--- src/sv/qlgdbf_pkg.sv ---
// shared types and constants of the qc-ldpc gdbf bit-flip decoder
// no dependencies; imported by the top level, the sequencer and the datapath
`default_nettype none

package qlgdbf_pkg;

  // default sizes of the code
  localparam int CIRCULANT_SIZE_DEF = 32;
  localparam int MAX_BASE_ROWS_DEF  = 8;
  localparam int MAX_BASE_COLS_DEF  = 32;

  // fixed field widths
  localparam int ROW_W    = 3;
  localparam int COL_W    = 5;
  localparam int SHIFT_W  = 6;
  localparam int BLOCK_W  = 32;
  localparam int IDX_W    = 5;
  localparam int ITER_W   = 8;

  // configuration port
  localparam int CFG_IDX_W  = 2;
  localparam int CFG_DATA_W = 8;
  localparam int CFG_ROWS_W = 4;
  localparam int CFG_COLS_W = 6;

  localparam logic [CFG_IDX_W-1:0] CFG_BASE_ROWS = 2'd0;
  localparam logic [CFG_IDX_W-1:0] CFG_BASE_COLS = 2'd1;
  localparam logic [CFG_IDX_W-1:0] CFG_MAX_ITER  = 2'd2;

  localparam logic [CFG_ROWS_W-1:0] RST_BASE_ROWS = 4'd3;
  localparam logic [CFG_COLS_W-1:0] RST_BASE_COLS = 6'd5;
  localparam logic [ITER_W-1:0]     RST_MAX_ITER  = 8'd100;

  // datapath operations, one column (or lane) per command
  typedef enum logic [3:0] {
    OP_NOP,
    OP_COPY,
    OP_EINIT,
    OP_PAR,
    OP_EUPD,
    OP_MAX,
    OP_RED,
    OP_FLIP,
    OP_EMIT
  } dp_op_t;

  typedef struct packed {
    dp_op_t op;
    logic   first;
    logic   last;
    logic   recv_we;
    logic   shift_we;
  } dp_cmd_t;

  typedef struct packed {
    logic unsat;
    logic out_valid;
  } dp_stat_t;

endpackage

`default_nettype wire

--- src/sv/qlgdbf_ctrl.sv ---
// sequencer of the gdbf decoder: config registers, frame loading, iteration control
// depends on qlgdbf_pkg
`default_nettype none

module qlgdbf_ctrl #(
  parameter int CIRCULANT_SIZE = qlgdbf_pkg::CIRCULANT_SIZE_DEF,
  parameter int MAX_BASE_ROWS  = qlgdbf_pkg::MAX_BASE_ROWS_DEF,
  parameter int MAX_BASE_COLS  = qlgdbf_pkg::MAX_BASE_COLS_DEF,
  localparam int CIW = $clog2(MAX_BASE_COLS),
  localparam int RIW = (MAX_BASE_ROWS > 1) ? $clog2(MAX_BASE_ROWS) : 1
) (
  input  wire logic                             clk,
  input  wire logic                             rst_n,
  input  wire logic                             cfg_write_en,
  input  wire logic [qlgdbf_pkg::CFG_IDX_W-1:0]  cfg_index,
  input  wire logic [qlgdbf_pkg::CFG_DATA_W-1:0] cfg_data,
  input  wire logic                             in_valid,
  output logic                                  in_stall,
  input  wire logic                             in_operation,
  input  wire logic                             in_last_block,
  input  wire logic                             out_stall,
  input  wire qlgdbf_pkg::dp_stat_t              stat,
  output qlgdbf_pkg::dp_cmd_t                   cmd,
  output logic [CIW-1:0]                        col,
  output logic [RIW-1:0]                        row,
  output logic                                  conv,
  output logic [qlgdbf_pkg::ITER_W-1:0]          used
);

  import qlgdbf_pkg::*;

  localparam int COL_LIMIT = (MAX_BASE_COLS < 32) ? MAX_BASE_COLS : 32;
  localparam int CEW = $clog2(COL_LIMIT + 1);
  localparam int REW = $clog2(MAX_BASE_ROWS + 1);
  localparam int LW  = $clog2(CIRCULANT_SIZE);

  typedef enum logic [3:0] {
    S_IDLE,
    S_COPY,
    S_EINIT,
    S_PAR,
    S_EUPD,
    S_MAX,
    S_RED,
    S_FLIP,
    S_DRAIN,
    S_EMIT,
    S_EMIT_W
  } state_t;

  state_t                 state_r, state_nxt, ret_r, ret_nxt;
  logic [CIW-1:0]         col_r, col_nxt;
  logic [RIW-1:0]         row_r, row_nxt;
  logic [LW-1:0]          lane_r, lane_nxt;
  logic [ITER_W-1:0]      iter_r, iter_nxt;
  logic [CEW-1:0]         blk_r, blk_nxt;
  logic                   conv_r, conv_nxt;
  logic [ITER_W-1:0]      used_r, used_nxt;
  logic [CFG_ROWS_W-1:0]  rows_cfg_r;
  logic [CFG_COLS_W-1:0]  cols_cfg_r;
  logic [ITER_W-1:0]      maxit_cfg_r;

  logic [REW-1:0]    rows_eff;
  logic [CEW-1:0]    cols_eff;
  logic [ITER_W-1:0] maxit_eff;
  logic              col_last, row_last, lane_last, iter_done, in_acc;

  // register values outside their range saturate
  always_comb begin
    if (rows_cfg_r == '0) begin
      rows_eff = REW'(1);
    end else if (32'(rows_cfg_r) > MAX_BASE_ROWS) begin
      rows_eff = REW'(MAX_BASE_ROWS);
    end else begin
      rows_eff = REW'(rows_cfg_r);
    end
    if (cols_cfg_r == '0) begin
      cols_eff = CEW'(1);
    end else if (32'(cols_cfg_r) > COL_LIMIT) begin
      cols_eff = CEW'(COL_LIMIT);
    end else begin
      cols_eff = CEW'(cols_cfg_r);
    end
    maxit_eff = (maxit_cfg_r == '0) ? ITER_W'(1) : maxit_cfg_r;
  end

  assign col_last  = (32'(col_r) + 1 == 32'(cols_eff));
  assign row_last  = (32'(row_r) + 1 == 32'(rows_eff));
  assign lane_last = (32'(lane_r) + 1 == CIRCULANT_SIZE);
  assign iter_done = ((ITER_W + 1)'(iter_r) + 1'b1 == (ITER_W + 1)'(maxit_eff));
  assign in_acc    = in_valid && (state_r == S_IDLE);

  always_comb begin
    state_nxt = state_r;
    ret_nxt   = ret_r;
    col_nxt   = col_r;
    row_nxt   = row_r;
    lane_nxt  = lane_r;
    iter_nxt  = iter_r;
    blk_nxt   = blk_r;
    conv_nxt  = conv_r;
    used_nxt  = used_r;
    cmd       = '0;
    cmd.op    = OP_NOP;
    case (state_r)
      S_IDLE: begin
        if (in_acc) begin
          if (!in_operation) begin
            cmd.shift_we = 1'b1;
          end else begin
            if (blk_r < cols_eff) begin
              cmd.recv_we = 1'b1;
              blk_nxt     = blk_r + 1'b1;
            end
            if (in_last_block) begin
              blk_nxt   = '0;
              col_nxt   = '0;
              state_nxt = S_COPY;
            end
          end
        end
      end
      S_COPY: begin
        cmd.op = OP_COPY;
        if (col_last) begin
          col_nxt   = '0;
          iter_nxt  = '0;
          ret_nxt   = S_EINIT;
          state_nxt = S_DRAIN;
        end else begin
          col_nxt = col_r + 1'b1;
        end
      end
      S_EINIT: begin
        cmd.op = OP_EINIT;
        if (col_last) begin
          col_nxt   = '0;
          row_nxt   = '0;
          ret_nxt   = S_PAR;
          state_nxt = S_DRAIN;
        end else begin
          col_nxt = col_r + 1'b1;
        end
      end
      S_PAR: begin
        cmd.op    = OP_PAR;
        cmd.first = (col_r == '0);
        cmd.last  = col_last;
        if (col_last) begin
          col_nxt   = '0;
          ret_nxt   = S_EUPD;
          state_nxt = S_DRAIN;
        end else begin
          col_nxt = col_r + 1'b1;
        end
      end
      S_EUPD: begin
        cmd.op = OP_EUPD;
        if (col_last) begin
          col_nxt   = '0;
          state_nxt = S_DRAIN;
          if (row_last) begin
            if (!stat.unsat) begin
              conv_nxt = 1'b1;
              used_nxt = iter_r + 1'b1;
              ret_nxt  = S_EMIT;
            end else begin
              ret_nxt = S_MAX;
            end
          end else begin
            row_nxt = row_r + 1'b1;
            ret_nxt = S_PAR;
          end
        end else begin
          col_nxt = col_r + 1'b1;
        end
      end
      S_MAX: begin
        cmd.op    = OP_MAX;
        cmd.first = (col_r == '0);
        if (col_last) begin
          col_nxt   = '0;
          lane_nxt  = '0;
          ret_nxt   = S_RED;
          state_nxt = S_DRAIN;
        end else begin
          col_nxt = col_r + 1'b1;
        end
      end
      S_RED: begin
        cmd.op    = OP_RED;
        cmd.first = (lane_r == '0);
        if (lane_last) begin
          lane_nxt  = '0;
          ret_nxt   = S_FLIP;
          state_nxt = S_DRAIN;
        end else begin
          lane_nxt = lane_r + 1'b1;
        end
      end
      S_FLIP: begin
        cmd.op = OP_FLIP;
        if (col_last) begin
          col_nxt   = '0;
          state_nxt = S_DRAIN;
          if (iter_done) begin
            conv_nxt = 1'b0;
            used_nxt = maxit_eff;
            ret_nxt  = S_EMIT;
          end else begin
            iter_nxt = iter_r + 1'b1;
            ret_nxt  = S_EINIT;
          end
        end else begin
          col_nxt = col_r + 1'b1;
        end
      end
      S_DRAIN: begin
        state_nxt = ret_r;
      end
      S_EMIT: begin
        if (!stat.out_valid || !out_stall) begin
          cmd.op    = OP_EMIT;
          cmd.last  = col_last;
          state_nxt = S_EMIT_W;
        end
      end
      S_EMIT_W: begin
        if (col_last) begin
          col_nxt   = '0;
          state_nxt = S_IDLE;
        end else begin
          col_nxt   = col_r + 1'b1;
          state_nxt = S_EMIT;
        end
      end
      default: begin
        state_nxt = S_IDLE;
      end
    endcase
  end

  always_ff @(posedge clk) begin
    if (!rst_n) begin
      state_r     <= S_IDLE;
      ret_r       <= S_IDLE;
      col_r       <= '0;
      row_r       <= '0;
      lane_r      <= '0;
      iter_r      <= '0;
      blk_r       <= '0;
      conv_r      <= 1'b0;
      used_r      <= '0;
      rows_cfg_r  <= RST_BASE_ROWS;
      cols_cfg_r  <= RST_BASE_COLS;
      maxit_cfg_r <= RST_MAX_ITER;
    end else begin
      state_r <= state_nxt;
      ret_r   <= ret_nxt;
      col_r   <= col_nxt;
      row_r   <= row_nxt;
      lane_r  <= lane_nxt;
      iter_r  <= iter_nxt;
      blk_r   <= blk_nxt;
      conv_r  <= conv_nxt;
      used_r  <= used_nxt;
      if (cfg_write_en) begin
        case (cfg_index)
          CFG_BASE_ROWS: rows_cfg_r  <= cfg_data[CFG_ROWS_W-1:0];
          CFG_BASE_COLS: cols_cfg_r  <= cfg_data[CFG_COLS_W-1:0];
          CFG_MAX_ITER:  maxit_cfg_r <= cfg_data[ITER_W-1:0];
          default: begin
          end
        endcase
      end
    end
  end

  assign in_stall = (state_r != S_IDLE);
  assign col      = (state_r == S_IDLE) ? blk_r[CIW-1:0] : col_r;
  assign row      = row_r;
  assign conv     = conv_r;
  assign used     = used_r;

endmodule

`default_nettype wire

--- config.mk ---
export PLATFORM = sky130hd
export DESIGN_NAME = qlgdbf_ctrl
export DESIGN_NICKNAME = d
export VERILOG_FILES = /design/src/sv/qlgdbf_pkg.sv /design/src/sv/qlgdbf_ctrl.sv
export SDC_FILE = /design/constraint.sdc
export NUM_CORES = 1
export LEC_CHECK = 0
export BUFFER_PORTS_ARGS = -buffer_cell sky130_fd_sc_hd__buf_2
export CAP_MARGIN = 5
export CORE_MARGIN = 1
export CORE_UTILIZATION = 50
export DETAILED_ROUTE_END_ITERATION = 16
export GPL_ROUTABILITY_DRIVEN = 0
export PLACE_DENSITY_LB_ADDON = 0.12
export SLEW_MARGIN = 10
export SYNTH_ARGS = -nofsm -noshare
export SYNTH_HDL_FRONTEND = slang
export SYNTH_SLANG_ARGS = --single-unit
--- constraint.sdc ---
create_clock -name clk -period 6.3 [get_ports clk]
set_input_delay 1.26 -clock clk [delete_from_list [all_inputs] [get_ports clk]]
set_output_delay 1.26 -clock clk [all_outputs]
set_load 0.005 [all_outputs]
==> impl_metrics.ini <==
[routing]
num_vias = 3914
vias_per_cell = 6.08
wl_per_cell_um = 15.9
ant_nets = 0
routed_wl_mm = 10.2
drt-initial-drc-count = 260
dr.pass1.iters = 5
drcViolationCount = 0

[synthesis]
yosysTopAreaCellShare_pct = 30.9
synth_async_sr_flop_share_pct = 0
synth-seq-area-share_pct = 30.9
synth.largest_area_cell = dfxtp_1
yosys_warnings = 0
syn_area_um2 = 4020
synth_area_per_cell_um2 = 7.91
synthCells = 508
synth_fp_nets = 539
netlist_top_cells_area = dfxtp_1 (31%), mux2i_1 (7.0%), nand2_1 (6.6%)
synth_flop_cell = dfxtp_1
synth_edf_count = 0
synth-seq-cells = 62
synthDistinctLibCells = 73

[sta]
hold_violations = 0
setup_violations = 0
clock.fmax_mhz = 253
min_period_over_period_pct = 62.7
tns_ps = 0
rsz0062_at_grt = no
slew_headroom_pct = 40.0
tightest_slew_ps = 900
min_period_ps = 3950
final_max_slew_viol_count = 0
finalClockSkew_ps = 7.31

[clock_tree]
ctsLongestPathBuffers = 2
cts.sinks = 62
cts.hold.buffers_added = 0
insertion_delay_ps = 350
post_cts_buffers = 0
clk_pin_slew_ps = 80
root_buffer = clkbuf_8
tritoncts = built
h-tree-depth = 3
cts_made_buffers = 9
post_cts_resized = 0

[layout]
final_util_pct = 57.6
antenna_cells = 0
final_common_cell = nand2_1
drive_gt1_share_pct = 14.4
layout_common_cells = nand2_1 (71), dfxtp_1 (62), nor2_1 (45)
nets = 568
syn_to_final_growth_pct = 11.5

[place]
dp_hpwl_mm = 7.27
port_buffers = 44

[floorplanning]
core.rowCount = 32
fp.dieW_um = 91.6
die_area_um2 = 8400
core_um2 = 7770
io-pin-count = 45
initial_core_util_pct = 51.7
dieHeight_um = 91.6

[global_route]
track_usage_pct = 25.5
grt_start_max_net_pins = 48
grt_overflow = 0
antenna_found_initial = 0
grt_pass1_vias = 3357
grt_pass1_wl_mm = 17.0

[hold_path]
hp-class = register to register

[setup_path]
worst_ep_arrival_time_ps = 2690
worstPathRequired_ps = 5040
endpoint_kind = output pin
critPathKind = register to output pin
start_kind = register
crit_fanout = 9

[job]
drv_cap = 0

[power]
cellLeakagePower_nw = 1.94
ir_drop_uv = 125
power_density_nw_per_um2 = 225

[outcome]
outcome = complete, no violations
==> worst max-delay path: stages (launching register included) <==
cell and delay, ps:
dfxtp_1 500, inv_1 120, ha_1 380, nand2b_1 180, or4_1 480, o211ai_4 160
nand3_4 170, nor4_1 200, buf_2 160
==> flip-flops by register name, indices dropped and copies added (netlist names) <==
name         cells
lane_r           5
col_r            5
used             8
iter_r           8
blk_r            6
rows_cfg_r       4
maxit_cfg_r      8
conv             1
cols_cfg_r       6
row              3
ret_r            4
state_r          4
==> per-layer routing <==
| layer | share of wire [%] | global-route usage [%] |
|---|---|---|
| met5 | 0 | 0 |
| met4 | 1.9 | 10.3 |
| met3 | 4.8 | 3.90 |
| met2 | 46 | 39.4 |
| met1 | 48 | 35.5 |
==> path summary, 6_finish.rpt <==
check | from | end | slack (ps) | depth (start not counted)
setup / recovery | col_r[0] | cmd[2] | 2350 | 8
hold reg to reg | used[7] | used[7] | 460 | 2
setup reg to reg | col_r[0] | state_r[0] | 2940 | 9
hold / removal | used[7] | used[7] | 460 | 2
==> cell families after synthesis <==
family                   synth area share (%)
AO/OA/AOI/OAI                            22.2
XOR/XNOR                                 3.08
adder cells (fa/ha/maj)                  3.74
buffers and inverters                    4.95
flip-flops                               30.9
multiplexers                             7.54
AND/OR/NAND/NOR                          27.6
==> metrics by stage <==
step | instance area (um^2) | setup slack, ps | total power [mW] | hold WS [ps] | instances
after detailed placement | 4260 | 2750 | 0.614 | 450 | 628
final | 4480 | 2350 | 1.01 | 460 | 644
after floorplan | 4020 | 3060 | 0.563 | 435 | 508
after CTS | 4480 | 2350 | 1.01 | 463 | 644
after global routing | 4480 | 2150 | 1.06 | 482 | 644
after global placement | 4260 | 2850 | 0.609 | 444 | 628
==> cells in the mapped netlist, drive strengths merged (6+ instances only) <==
library cell and n:
a21oi 33, a31oi 8, and3 9, buf 7, clkbuf 22, dfxtp 62, ha 12, inv 17
mux2i 28, nand2 72, nand2b 10, nand3 22, nand4 9, nor2 45, nor2b 8, nor3 7
nor4 6, o211ai 11, o21ai 24, o22ai 8, or3 7, or4 6, xnor2 6
==> where the power goes <==
part	internal (mW)	switching [mW]
Sequential	0.402	0.0163
Combinational	0.0681	0.121
Clock	0.224	0.178
==> final cells by class <==
class                   instances  area [um^2]
clock buffers                   9          124
clock inverters                 7         97.6
fillers                       754         3290
inverters                      18         67.6
multi-input cells             399         2580
flip-flops and latches         62         1240
well taps                     102          128
repair buffers                 47          243
Power figures use the tool's default switching activity.
